<file path="config.mk">
export PLATFORM = sky130hd
export DESIGN_NAME = fptm_page_mod
export DESIGN_NICKNAME = d
export VERILOG_FILES = /design/src/rtl/fptm_pkg.sv /design/src/rtl/fptm_page_mod.sv
export SDC_FILE = /design/constraint.sdc
export NUM_CORES = 1
export LEC_CHECK = 0
export BUFFER_PORTS_ARGS = -buffer_cell sky130_fd_sc_hd__buf_4
export CAP_MARGIN = 40
export CORE_ASPECT_RATIO = 1.75
export CORE_MARGIN = 4
export CORE_UTILIZATION = 57
export DETAILED_ROUTE_END_ITERATION = 10
export GPL_ROUTABILITY_DRIVEN = 0
export PLACE_DENSITY = 0.8
export RECOVER_POWER = 100
export SLEW_MARGIN = 10
export SYNTH_ARGS = -nofsm -noshare
export SYNTH_HDL_FRONTEND = slang
export SYNTH_SLANG_ARGS = --single-unit
</file>
<file path="constraint.sdc">
create_clock -name clk -period 2.28 [get_ports clk]
set_input_delay 0.114 -clock clk [delete_from_list [all_inputs] [get_ports clk]]
set_output_delay 0.114 -clock clk [all_outputs]
set_load 0.05 [all_outputs]
</file>
<file path="src/rtl/fptm_pkg.sv">
package fptm_pkg;

  // Table geometry and field widths
  localparam int ENTRIES_PER_TABLE = 512;
  localparam int IDX_W             = 9;
  localparam int VA_W              = 48;
  localparam int ENTRY_W           = 64;
  localparam int PFN_W             = 36;
  localparam int PAGE_SHIFT        = 12;
  localparam int MEM_W             = ENTRY_W + 1;   // entry plus page-epoch tag

  // Directory entry flags: valid | write | user
  localparam logic [PAGE_SHIFT-1:0] DIR_FLAGS = 12'h007;
  localparam int BIT_VALID = 0;
  localparam int BIT_LARGE = 7;
  localparam int BIT_LARGE_IN = 12;

  // Page-index remainder unit: bits retired per cycle and step count
  localparam int MOD_DIGITS = 4;
  localparam int MOD_STEPS  = PFN_W / MOD_DIGITS;
  localparam int MOD_CNT_W  = $clog2(MOD_STEPS);

  // Operation codes
  localparam logic OP_MAP   = 1'b0;
  localparam logic OP_XLATE = 1'b1;

  // Result status codes
  typedef logic [1:0] status_t;
  localparam status_t ST_OK         = 2'd0;
  localparam status_t ST_MISALIGNED = 2'd1;
  localparam status_t ST_EXHAUSTED  = 2'd2;

  // Walker sequencer states
  typedef enum logic [2:0] {
    W_CLEAR,
    W_IDLE,
    W_READ,
    W_EVAL,
    W_MOD,
    W_DONE
  } walk_state_t;

  // Table memory port controls
  typedef struct packed {
    logic we;
    logic re;
  } mem_ctl_t;

endpackage

</file>
<file path="src/rtl/fptm_page_mod.sv">
module fptm_page_mod #(
  parameter int TABLE_PAGES = 64,
  localparam int PW = $clog2(TABLE_PAGES)
) (
  input  logic                       clk,
  input  logic                       rst_n,
  input  logic                       start,
  input  logic [fptm_pkg::PFN_W-1:0] value,
  output logic                       done,
  output logic [PW-1:0]              page
);
  import fptm_pkg::*;

  localparam logic [PW:0] MODULUS = (PW+1)'(TABLE_PAGES);

  logic                 busy_r;
  logic                 done_r;
  logic [PFN_W-1:0]     val_r;
  logic [PW:0]          rem_r;
  logic [PW:0]          rem_nxt;
  logic [MOD_CNT_W-1:0] cnt_r;

  // Restoring remainder, MOD_DIGITS bits per cycle
  always_comb begin
    rem_nxt = rem_r;
    for (int i = 0; i < MOD_DIGITS; i++) begin
      rem_nxt = {rem_nxt[PW-1:0], val_r[PFN_W-1-i]};
      if (rem_nxt >= MODULUS) begin
        rem_nxt = rem_nxt - MODULUS;
      end
    end
  end

  // Control
  always_ff @(posedge clk) begin
    if (!rst_n) begin
      busy_r <= 1'b0;
      done_r <= 1'b0;
    end else begin
      done_r <= 1'b0;
      if (start) begin
        busy_r <= 1'b1;
      end else if (busy_r && cnt_r == MOD_CNT_W'(MOD_STEPS - 1)) begin
        busy_r <= 1'b0;
        done_r <= 1'b1;
      end
    end
  end

  // Datapath
  always_ff @(posedge clk) begin
    if (start) begin
      val_r <= value;
      rem_r <= '0;
      cnt_r <= '0;
    end else if (busy_r) begin
      val_r <= val_r << MOD_DIGITS;
      rem_r <= rem_nxt;
      cnt_r <= cnt_r + MOD_CNT_W'(1);
    end
  end

  assign done = done_r;
  assign page = rem_r[PW-1:0];

endmodule

</file>
==> results.sh <==
export IMPL_run_status="completed"
export IMPL_root_buffer="clkbuf_8"
export IMPL_crit_path_end_kind="flop"
export IMPL_r2r_start="busy_r$_SDFFE_PN0P_"
export IMPL_powerDensity_nw_per_um2=741
export IMPL_cts_clk_slew_worst_paths_ns=0.09
export IMPL_layout_commonest_cell="buf_4"
export IMPL_start_util_pct=59.4
export IMPL_cp_arrival_ns=1.50
export IMPL_post_route_drc_count=0
export IMPL_cp_start_kind="input pin"
export IMPL_antenna_cells=0
export IMPL_skew_ns=0.00680
export IMPL_die_x_um=52.8
export IMPL_utilization_pct=71.2
export IMPL_final_setup_tns_ns=0
export IMPL_overflow=0
export IMPL_path_delay_family="buffers and inverters"
export IMPL_worst_slack_ns=0.733
export IMPL_crit_required_ns=2.23
export IMPL_cp_cell_sequence="clkbuf_2 > or2_4"
export IMPL_finalCritPeriodShare_pct=67.9
export IMPL_slew_headroom_pct=30.6
export IMPL_dp_cells=207
export IMPL_design_area_um2=2390
export IMPL_cts_setup_buffers=0
export IMPL_min_from="rst_n"
export IMPL_slowest_stage="clkbuf_2"
export IMPL_drive_above_1_share_pct=48.2
export IMPL_wl_per_cell_um=15.0
export IMPL_antenna_found_initial=0
export IMPL_dp_slack_ns=0.770
export IMPL_dr_pass1_iters=4
export IMPL_numPortBuffers=45
export IMPL_die_h_um=86.3
export IMPL_clkSinkCount=48
export IMPL_max_freq_ghz=0.646
export IMPL_ys_top_cells_by_area="edfxtp_1 (54%), mux2_2 (19%), dfxtp_1 (12%)"
export IMPL_final_setup_viol_count=0
export IMPL_synth_ff_latch_count=48
export IMPL_io_pins=46
export IMPL_drt_iter0_drc=19
export IMPL_rr_endpoint="val_r[22]$_DFFE_PP_"
export IMPL_cts_hold_buffers=0
export IMPL_syn_avg_cell_area_um2=16.1
export IMPL_clockBufferDepth=2
export IMPL_layout_common_cells="buf_4 (38), edfxtp_1 (36), mux2_2 (33), dfxtp_1 (12), nor2_1 (9)"
export IMPL_synth_top_area_share_pct=54.1
export IMPL_core_area_um2=3360
export IMPL_holdPathStages=3
export IMPL_regArea_um2=1320
export IMPL_max_cap_violations=0
export IMPL_fill_cells=258
export IMPL_grt_max_degree=51
export IMPL_dp_hpwl_um=2260
export IMPL_yosys_area_top_type="edfxtp_1"
export IMPL_place_area_um2=2330
export IMPL_cts_resized=0
export IMPL_finalNonFillerCells=215
export IMPL_finalMaxSlewViolations=0
export IMPL_ys_warn_count=0
export IMPL_path_class="in2reg"
export IMPL_avgViaCountPerCell=5.07
export IMPL_vias=1090
export IMPL_slowest_delay_ns=0.76
export IMPL_track_usage_pct=16.8
export IMPL_worst_pin_slew_ns=1.04
export IMPL_leakage_nw=0.932
export IMPL_hold_viol_final=0
export IMPL_ys_types=20
export IMPL_grt_pass1_wl_um=5470
export IMPL_grt_pass1_vias=1192
export IMPL_syn_to_final_growth_pct=19.8
export IMPL_multi_input_area_um2=602
export IMPL_syn_nets=165
export IMPL_final_nets=210
export IMPL_reg2reg_depth=2
export IMPL_numCtsBuffers=5
export IMPL_fp_row_count=28
export IMPL_die_area_um2=4550
export IMPL_postRouteAntennaNets=0
export IMPL_crit_path_max_fanout=50
export IMPL_htreeDepth=2
export IMPL_critical_path_buf_inv_count=1
export IMPL_reg2reg_setup_slack_ns=0.90
export IMPL_hold_class="in2reg"
export IMPL_fin_crit_ns=1.55
export IMPL_rsz0062_at_grt="no"
export IMPL_min_to="done$_SDFF_PP0_"
export IMPL_ir_drop_v=0.000628
export IMPL_synth_area_um2=2000
export IMPL_synth_seq_area_share_pct=66.1
export IMPL_clock_latency_ns=0.30
export IMPL_drt_wl_total_um=3230
export IMPL_cts_tree="built"
export IMPL_synth_cells=124
## per-stage QoR
step,power [mW],hold slack (ns)
after CTS,1.80,0.0437
after floorplan,1.21,0.242
after global placement,1.28,0.364
final,1.77,0.0528
after detailed placement,1.29,0.375
after global routing,1.86,0.0373
## report_power, final
group,switching (mW),internal (mW)
clock network,0.289,0.220
registers,0.0248,1.03
logic,0.0944,0.113
## logic make-up (layout without fill, tap and decap cells)
kind of cell / Yosys count / after routing / share of synthesized area [%]
adder cells (fa/ha/maj): 2 / 2 / 1.25
AND/OR/NAND/NOR: 20 / 20 / 5.07
AO/OA/AOI/OAI: 3 / 3 / 1.25
multiplexers: 40 / 40 / 22.1
buffers and inverters: 10 / 56 / 3.76
XOR/XNOR: 1 / 1 / 0.438
flip-flops: 48 / 48 / 66.1
## state kept, by name (all words and copies together), names as in the netlist
signal  cells
rem_r       6
done        1
cnt_r       4
val_r      36
busy_r      1
## cell type report
type,instances,share of cell area [%]
well taps,45,2.35
clock buffers,5,2.87
multi-input cells,66,25.1
clock inverters,3,0.940
inverters,2,0.313
repair buffers,46,13.2
flip-flops and latches,48,55.2
## cells in the mapped netlist, drive strengths merged
cell type,number
a21oi,1
inv,2
nor2b,1
and2,4
or2,1
mux2,33
edfxtp,36
nor2,9
o311a,1
a21bo,1
nand3b,1
nor4,1
ha,2
dfxtp,12
mux2i,7
nand4,1
buf,8
xnor2,1
nand2,2
## metal layers
metal  part of all wire (%)  global-route usage, %  wire length (um)
met1                     37                   18.9              1210
met4                    1.9                   7.67                61
met3                    6.1                   6.20               198
met2                     54                   27.7              1760
met5                      0                      0                 0
## worst max path at each step
stage | from | slack [ns] | cells after the start | to
6_report | start | 0.73 | 2 | val_r[22]$_DFFE_PP_
5_1_grt | start | 0.61 | 2 | val_r[35]$_DFFE_PP_
4_1_cts | busy_r$_SDFFE_PN0P_ | 0.87 | 2 | val_r[31]$_DFFE_PP_
3_5_place_dp | start | 0.77 | 2 | val_r[6]$_DFFE_PP_
3_3_place_gp | start | 0.80 | 2 | val_r[10]$_DFFE_PP_
2_1_floorplan | busy_r$_SDFFE_PN0P_ | 1.22 | 1 | val_r[0]$_SDFFCE_PN0P_
(Power assumes the default switching activity.)
