--- src/rtl/fptm_pkg.sv ---
package fptm_pkg;

  // Table geometry and field widths
  localparam int ENTRIES_PER_TABLE = 512;
  localparam int IDX_W             = 9;
  localparam int VA_W              = 48;
  localparam int ENTRY_W           = 64;
  localparam int PFN_W             = 36;
  localparam int PAGE_SHIFT        = 12;
  localparam int MEM_W             = ENTRY_W + 1;   // entry plus page-epoch tag

  // Directory entry flags: valid | write | user
  localparam logic [PAGE_SHIFT-1:0] DIR_FLAGS = 12'h007;
  localparam int BIT_VALID = 0;
  localparam int BIT_LARGE = 7;
  localparam int BIT_LARGE_IN = 12;

  // Page-index remainder unit: bits retired per cycle and step count
  localparam int MOD_DIGITS = 4;
  localparam int MOD_STEPS  = PFN_W / MOD_DIGITS;
  localparam int MOD_CNT_W  = $clog2(MOD_STEPS);

  // Operation codes
  localparam logic OP_MAP   = 1'b0;
  localparam logic OP_XLATE = 1'b1;

  // Result status codes
  typedef logic [1:0] status_t;
  localparam status_t ST_OK         = 2'd0;
  localparam status_t ST_MISALIGNED = 2'd1;
  localparam status_t ST_EXHAUSTED  = 2'd2;

  // Walker sequencer states
  typedef enum logic [2:0] {
    W_CLEAR,
    W_IDLE,
    W_READ,
    W_EVAL,
    W_MOD,
    W_DONE
  } walk_state_t;

  // Table memory port controls
  typedef struct packed {
    logic we;
    logic re;
  } mem_ctl_t;

endpackage

--- src/rtl/fptm_walker.sv ---
module fptm_walker #(
  parameter int TABLE_PAGES = 64,
  localparam int PW = $clog2(TABLE_PAGES),
  localparam int NW = $clog2(TABLE_PAGES + 1),
  localparam int AW = $clog2(TABLE_PAGES * fptm_pkg::ENTRIES_PER_TABLE)
) (
  input  logic                         clk,
  input  logic                         rst_n,
  // configuration
  input  logic                         cfg_wr_en,
  input  logic [fptm_pkg::VA_W-1:0]    cfg_wr_data,
  // request channel
  input  logic                         in_valid,
  output logic                         in_stall,
  input  logic                         in_op,
  input  logic [fptm_pkg::VA_W-1:0]    in_virt_address,
  input  logic [fptm_pkg::VA_W-1:0]    in_phys_address,
  input  logic [fptm_pkg::ENTRY_W-1:0] in_page_flags,
  // result channel
  output logic                         out_valid,
  input  logic                         out_stall,
  output logic [fptm_pkg::VA_W-1:0]    out_result_address,
  output logic [1:0]                   out_status,
  // table memory
  output fptm_pkg::mem_ctl_t           mem_ctl,
  output logic [AW-1:0]                mem_waddr,
  output logic [fptm_pkg::MEM_W-1:0]   mem_wdata,
  output logic [AW-1:0]                mem_raddr,
  input  logic [fptm_pkg::MEM_W-1:0]   mem_rdata,
  // page-index remainder unit
  output logic                         mod_start,
  output logic [fptm_pkg::PFN_W-1:0]   mod_value,
  input  logic                         mod_done,
  input  logic [PW-1:0]                mod_page
);
  import fptm_pkg::*;

  localparam logic [AW-1:0] CLR_LAST = AW'(TABLE_PAGES * ENTRIES_PER_TABLE - 1);
  localparam logic [NW-1:0] POOL_END = NW'(TABLE_PAGES);

  // Control registers
  walk_state_t  state_r,  state_nxt;
  logic [AW-1:0] clr_r,   clr_nxt;
  logic [NW-1:0] nfp_r,   nfp_nxt;
  logic [PFN_W-1:0] base_r, base_nxt;
  logic         out_valid_r, out_valid_nxt;

  // Item registers
  logic               op_r,     op_nxt;
  logic [VA_W-1:0]    va_r,     va_nxt;
  logic [VA_W-1:0]    pa_r,     pa_nxt;
  logic [ENTRY_W-1:0] flags_r,  flags_nxt;
  logic [1:0]         lvl_r,    lvl_nxt;
  logic [PW-1:0]      page_r,   page_nxt;
  logic [VA_W-1:0]    res_addr_r, res_addr_nxt;
  status_t            res_st_r,   res_st_nxt;
  logic [VA_W-1:0]    out_addr_r, out_addr_nxt;
  status_t            out_st_r,   out_st_nxt;

  // Walk helpers
  logic [IDX_W-1:0]   idx;
  logic               page_live;
  logic               page_live_after;
  logic [ENTRY_W-1:0] entry;
  logic               entry_is_dir;
  logic [PFN_W-1:0]   new_pfn;
  logic [ENTRY_W-1:0] leaf_flags;
  logic               misaligned;

  // Index for the current level
  always_comb begin
    unique case (lvl_r)
      2'd3:    idx = va_r[47:39];
      2'd2:    idx = va_r[38:30];
      2'd1:    idx = va_r[29:21];
      default: idx = va_r[20:12];
    endcase
  end

  // Entry epoch: a page taken from the pool reads zero until written after it was taken
  assign page_live       = NW'(page_r) <  nfp_r;
  assign page_live_after = NW'(page_r) <= nfp_r;
  assign entry = (page_live && !mem_rdata[ENTRY_W]) ? '0 : mem_rdata[ENTRY_W-1:0];
  assign entry_is_dir = entry[BIT_VALID] && !entry[BIT_LARGE];
  assign new_pfn = base_r + PFN_W'(nfp_r);

  // Large flag moves from bit 12 to bit 7
  always_comb begin
    leaf_flags = flags_r;
    if (flags_r[BIT_LARGE_IN]) begin
      leaf_flags[BIT_LARGE_IN] = 1'b0;
      leaf_flags[BIT_LARGE]    = 1'b1;
    end
  end

  assign misaligned = (in_op == OP_MAP) &&
                      ((|in_virt_address[PAGE_SHIFT-1:0]) ||
                       (|in_phys_address[PAGE_SHIFT-1:0]));

  // Next state and outputs
  always_comb begin
    state_nxt    = state_r;
    clr_nxt      = clr_r;
    nfp_nxt      = nfp_r;
    base_nxt     = cfg_wr_en ? cfg_wr_data[VA_W-1:PAGE_SHIFT] : base_r;
    op_nxt       = op_r;
    va_nxt       = va_r;
    pa_nxt       = pa_r;
    flags_nxt    = flags_r;
    lvl_nxt      = lvl_r;
    page_nxt     = page_r;
    res_addr_nxt = res_addr_r;
    res_st_nxt   = res_st_r;
    out_valid_nxt = out_valid_r && out_stall;
    out_addr_nxt = out_addr_r;
    out_st_nxt   = out_st_r;
    in_stall     = 1'b1;
    mem_ctl      = '0;
    mem_waddr    = {page_r, idx};
    mem_wdata    = '0;
    mem_raddr    = {page_r, idx};
    mod_start    = 1'b0;
    mod_value    = entry[VA_W-1:PAGE_SHIFT] - base_r;

    unique case (state_r)
      W_CLEAR: begin
        mem_ctl.we = 1'b1;
        mem_waddr  = clr_r;
        clr_nxt    = clr_r + AW'(1);
        if (clr_r == CLR_LAST) begin
          state_nxt = W_IDLE;
        end
      end

      W_IDLE: begin
        in_stall = 1'b0;
        if (in_valid) begin
          op_nxt    = in_op;
          va_nxt    = in_virt_address;
          pa_nxt    = in_phys_address;
          flags_nxt = in_page_flags;
          lvl_nxt   = 2'd3;
          page_nxt  = '0;
          if (misaligned) begin
            res_addr_nxt = '0;
            res_st_nxt   = ST_MISALIGNED;
            state_nxt    = W_DONE;
          end else begin
            state_nxt = W_READ;
          end
        end
      end

      W_READ: begin
        if (lvl_r == 2'd0 && op_r == OP_MAP) begin
          // leaf write needs no read
          mem_ctl.we   = 1'b1;
          mem_wdata    = {page_live, {16'h0, pa_r} | leaf_flags};
          res_addr_nxt = '0;
          res_st_nxt   = ST_OK;
          state_nxt    = W_DONE;
        end else begin
          mem_ctl.re = 1'b1;
          state_nxt  = W_EVAL;
        end
      end

      W_EVAL: begin
        if (lvl_r == 2'd0) begin
          res_addr_nxt = {entry[VA_W-1:PAGE_SHIFT], {PAGE_SHIFT{1'b0}}};
          res_st_nxt   = ST_OK;
          state_nxt    = W_DONE;
        end else if (entry_is_dir) begin
          mod_start = 1'b1;
          state_nxt = W_MOD;
        end else if (nfp_r == POOL_END) begin
          res_addr_nxt = '0;
          res_st_nxt   = ST_EXHAUSTED;
          state_nxt    = W_DONE;
        end else begin
          // take a new table page and point this entry at it
          mem_ctl.we = 1'b1;
          mem_wdata  = {page_live_after, 16'h0, new_pfn, DIR_FLAGS};
          page_nxt   = nfp_r[PW-1:0];
          nfp_nxt    = nfp_r + NW'(1);
          lvl_nxt    = lvl_r - 2'd1;
          state_nxt  = W_READ;
        end
      end

      W_MOD: begin
        if (mod_done) begin
          page_nxt  = mod_page;
          lvl_nxt   = lvl_r - 2'd1;
          state_nxt = W_READ;
        end
      end

      W_DONE: begin
        if (!out_valid_r || !out_stall) begin
          out_valid_nxt = 1'b1;
          out_addr_nxt  = res_addr_r;
          out_st_nxt    = res_st_r;
          state_nxt     = W_IDLE;
        end
      end

      default: begin
        state_nxt = W_IDLE;
      end
    endcase
  end

  // Control state
  always_ff @(posedge clk) begin
    if (!rst_n) begin
      state_r     <= W_CLEAR;
      clr_r       <= '0;
      nfp_r       <= NW'(1);
      base_r      <= '0;
      out_valid_r <= 1'b0;
    end else begin
      state_r     <= state_nxt;
      clr_r       <= clr_nxt;
      nfp_r       <= nfp_nxt;
      base_r      <= base_nxt;
      out_valid_r <= out_valid_nxt;
    end
  end

  // Item and result payload
  always_ff @(posedge clk) begin
    op_r       <= op_nxt;
    va_r       <= va_nxt;
    pa_r       <= pa_nxt;
    flags_r    <= flags_nxt;
    lvl_r      <= lvl_nxt;
    page_r     <= page_nxt;
    res_addr_r <= res_addr_nxt;
    res_st_r   <= res_st_nxt;
    out_addr_r <= out_addr_nxt;
    out_st_r   <= out_st_nxt;
  end

  assign out_valid          = out_valid_r;
  assign out_result_address = out_addr_r;
  assign out_status         = out_st_r;

  // Pool counter never runs past the pool
  a_nfp_bound: assert property (@(posedge clk) disable iff (!rst_n)
    nfp_r <= POOL_END)
    else $error("free page counter beyond pool");

  // Pool counter only steps by one
  a_nfp_step: assert property (@(posedge clk) disable iff (!rst_n)
    ($past(rst_n) && nfp_r != $past(nfp_r)) |-> nfp_r == $past(nfp_r) + NW'(1))
    else $error("free page counter jumped");

  // No table write while waiting for a request
  a_idle_no_write: assert property (@(posedge clk) disable iff (!rst_n)
    (state_r == W_IDLE) |-> !mem_ctl.we)
    else $error("table write in idle");

  // An accepted beat starts a walk or a result
  a_accept_leaves_idle: assert property (@(posedge clk) disable iff (!rst_n)
    (in_valid && !in_stall) |=> (state_r == W_READ || state_r == W_DONE))
    else $error("accepted beat not started");

endmodule
--- config.mk ---
export PLATFORM = sky130hd
export DESIGN_NAME = fptm_walker
export DESIGN_NICKNAME = d
export VERILOG_FILES = /design/src/rtl/fptm_pkg.sv /design/src/rtl/fptm_walker.sv
export SDC_FILE = /design/constraint.sdc
export NUM_CORES = 1
export LEC_CHECK = 0
export ABC_CLOCK_PERIOD_IN_PS = 6700
export BUFFER_PORTS_ARGS = -buffer_cell sky130_fd_sc_hd__buf_4
export CAP_MARGIN = 10
export CORE_UTILIZATION = 40
export DETAILED_ROUTE_END_ITERATION = 10
export GPL_ROUTABILITY_DRIVEN = 0
export PLACE_DENSITY = 0.66
export SETUP_SLACK_MARGIN = 0.05
export SYNTH_ARGS = -nofsm -noshare
export SYNTH_HDL_FRONTEND = slang
export SYNTH_SLANG_ARGS = --single-unit
--- constraint.sdc ---
create_clock -name clk -period 6.7 [get_ports clk]
set_clock_uncertainty 0.1 [all_clocks]
set_input_delay 0.335 -clock clk [delete_from_list [all_inputs] [get_ports clk]]
set_output_delay 0.335 -clock clk [all_outputs]
set_load 0.02 [all_outputs]
==> results.yml <==
status:
  run_status: "complete, no violations"
sta:
  worst_slack_ns: 0.517
  worst_pin_slew_ns: 1.19
  maxSlewHeadroom_pct: 20.6
  fin_tns_setup_ns: 0
  finalCritPeriodShare_pct: 92.3
  finalSetupViolations: 0
  slew_viol_final: 0
  clock.fmax_mhz: 162
  period_needed_ns: 6.18
  hold_ws_ns: 0.0204
  rsz0062_at_grt: "false"
  hold_violations: 0
global_route:
  grt_pass1_wl_um: 64900
  grt_max_degree: 91
  grt.overflow.total: 0
  grt_pass1_vias: 11707
  grt_usage_pct: 23.1
  antenna_found_initial: 2
setup_path:
  cp.required_ns: 6.26
  r2r_end: "res_addr_r[45]"
  worst_ep_arrival_time_ns: 5.75
  worst_path_most_repeated_cell: "a21oi_1"
  slowest_delay_ns: 0.73
  path_max_fanout: 66
  worstRegToRegCells: 9
  r2r_start: "nfp_r[1]"
  slowest_stage: "a2111oi_0"
  path_cells: "inv_1 > ha_1 > nor2b_1 > o21ai_0 > a21oi_1 > or3_2 > buf_4 > and2_1 > ha_1 > nor2b_1 > o311a_1 > o31ai_1 > a21oi_1 > a2111oi_0 > o31ai_1 > a21oi_1 > xnor2_1 > buf_4"
  r2r_slack_ns: 3.41
  critPathKind: "reg2out"
  startpoint_type: "flip-flop"
  end_kind: "output port"
detailed_routing:
  drc: 0
  wire_per_inst_um: 18.8
  drt_iter0_markers: 690
  ant_nets: 0
  routed-via-count: 11840
  routed_wl_um: 43900
  via_per_inst: 5.07
  dr.pass1.iters: 7
synthesis:
  syn_inst: 1257
  synthAdderAreaFrac_pct: 5.03
  ys_warn_count: 0
  yosys_most_used_dff: "edfxtp_1"
  async_flop_share_pct: 0
  synth_edf_count: 233
  syn_area_sq_um: 14500
  syn_avg_cell_area_sq_um: 11.5
  synthMuxAreaShare_pct: 4.33
  yosys.area.top_type: "edfxtp_1"
  synth-compound-area-share_pct: 10.4
  synth_top_family_by_area: "simple AND/OR/NAND/NOR gates"
  synth-seq-cells: 295
  yosysTopAreaCellShare_pct: 48.3
  synth_area_leaders: "edfxtp_1 48%, dfxtp_1 8.6%, ha_1 4.7%"
  synth-xor-area-share_pct: 4.84
  yosysSeqAreaShare_pct: 56.8
  ys_types: 64
  yosys.area_share.simple_pct: 14.4
floorplan:
  start_util_pct: 40.7
  pin_count: 472
  die_h_um: 192
  rows: 69
  fp.coreArea_sq_um: 35600
  dieWidth_um: 192
  dieArea_sq_um: 37000
flow_run:
  drv_cap: 0
final_layout:
  nets: 2192
  area_delta_synth_final_pct: 45.0
  final_cells: 2335
  drive_above_1_share_pct: 27.5
placed_design:
  place_hpwl_um: 31300
  post-place-cells: 2089
  dp_slack_ns: 1.11
  portBuffers: 421
cts:
  htreeDepth: 2
  cts_buffers: 34
  clkTransAtPathRegs_ns: 0.06
  cts_setup_buffers: 0
  ctsLongestPathBuffers: 3
  cts_root_buf: "clkbuf_16"
  cts_sinks: 295
  clk_latency_ns: 0.53
  ctsHoldBuffers: 185
  cts_resized: 0
  cts_tree: "built"
pwr:
  p_per_area_nw_per_um2: 262
  leakage_nw: 8.70
  vdd_drop_max_v: 0.000246
hold_path:
  hold_start: "mod_page[3]"
  hold_class: "in2reg"
  hold_depth: 2
  holdPathEnd: "page_r[3]"
[power by group]
part	switching [W]	total, W	internal [W]
clock network	0.000745	0.00185	0.00111
registers	0.0000781	0.00230	0.00222
logic	0.000755	0.00135	0.000590
[cell families after synthesis]
kind of cell    count (synthesis)
compound gates                243
xor+xnor                       80
fa+ha+maj                      57
buf+inv                       145
flops                         295
mux                            61
other cells                     1
simple gates                  375
[final cells by class]
type                       count  area [sq um]
timing repair buffer         616          5090
fill                        2870         14600
tap                          461           577
sequential                   295          8240
clock inverter                16           173
antenna                        3          7.51
clock buffer                  42           932
inverter                      74           278
multi-input combinational    828          5720
[cells in the mapped netlist, types with 5 or more instances]
| cell | instances |
|---|---|
| edfxtp_1 | 233 |
| o21ai_0 | 92 |
| inv_1 | 73 |
| and2_1 | 64 |
| dfxtp_1 | 62 |
| xnor2_1 | 61 |
| nor2_1 | 60 |
| nand2_1 | 57 |
| ha_1 | 55 |
| clkbuf_1 | 53 |
| a21oi_1 | 51 |
| and3_1 | 48 |
| mux2i_1 | 47 |
| nor2b_1 | 45 |
| a21o_1 | 21 |
| nor3_1 | 19 |
| xor2_1 | 19 |
| nand3_1 | 17 |
| nand4_1 | 16 |
| mux2_2 | 14 |
| buf_4 | 12 |
| nor4_1 | 12 |
| nand2b_1 | 11 |
| a21boi_0 | 10 |
| or3_1 | 10 |
| a222oi_1 | 9 |
| o21bai_1 | 8 |
| a22o_1 | 7 |
| a31oi_1 | 5 |
| o31ai_1 | 5 |
[routing by layer]
layer	vias to the layer above	track usage [%]	wire length, um
li1	5710	-	-
met1	5578	30.1	18800
met2	474	37.5	20500
met3	78	4.69	2960
met4	0	9.63	1660
met5	-	0	0
[per-stage QoR]
step	total power, W	util (%)	cell area (sq um)
6_report	0.00550	59.1	21000
5_1_grt	0.00572	59.1	21000
4_1_cts	0.00552	59.1	21000
3_5_place_dp	0.00358	50.7	18000
3_3_place_gp	0.00355	50.7	18000
2_1_floorplan	0.00308	-	14500
[critical path, delay by kind of cell (launching register included)]
family,cells,cell delay (ns)
buf+inv,3,0.63
simple gates,4,1.04
fa+ha+maj,2,0.61
compound gates,8,2.28
flops,1,0.48
xor+xnor,1,0.18
[flip-flops by register name, indices dropped and copies added, names as in the netlist]
register and flops:
page_r 6, flags_r 64, out_result_address 36, res_st_r 2, va_r 36, out_status 2
pa_r 48, out_valid 1, res_addr_r 36, base_r 36, clr_r 15, op_r 1
nfp_r 7, state_r 3, lvl_r 2
[placed cells by master, fill, tap and decap left out, drive strengths merged, types with 7 or more instances in the layout]
cell type | Yosys | final
buf | 17 | 431
edfxtp | 233 | 233
dlygate4sd3 | 0 | 185
o21ai | 98 | 98
inv | 74 | 76
and2 | 64 | 64
dfxtp | 62 | 62
xnor2 | 61 | 61
nor2 | 60 | 60
nand2 | 57 | 57
ha | 55 | 55
a21oi | 51 | 51
and3 | 48 | 48
mux2i | 47 | 47
nor2b | 46 | 46
clkbuf | 54 | 42
a21o | 21 | 21
xor2 | 19 | 19
nor3 | 19 | 19
nand3 | 17 | 17
nand4 | 17 | 17
nor4 | 15 | 15
mux2 | 14 | 14
conb | 1 | 12
nand2b | 11 | 11
a21boi | 10 | 10
or3 | 10 | 10
a222oi | 9 | 9
clkinv | 0 | 9
o21bai | 8 | 8
a22o | 7 | 7
[how the worst max path moves through the flow]
stage	from	to	slack, ns	depth (start not counted)
6_report	nfp_r[1]	mod_value[24]	0.52	18
5_1_grt	nfp_r[1]	mod_value[24]	0.12	18
4_1_cts	nfp_r[1]	mod_value[24]	0.54	18
3_5_place_dp	nfp_r[1]	mod_value[24]	1.11	18
3_3_place_gp	nfp_r[1]	mod_value[24]	1.17	18
2_1_floorplan	page_r[4]	mod_value[24]	1.91	18
No activity file was read; power rests on OpenSTA's default activity.
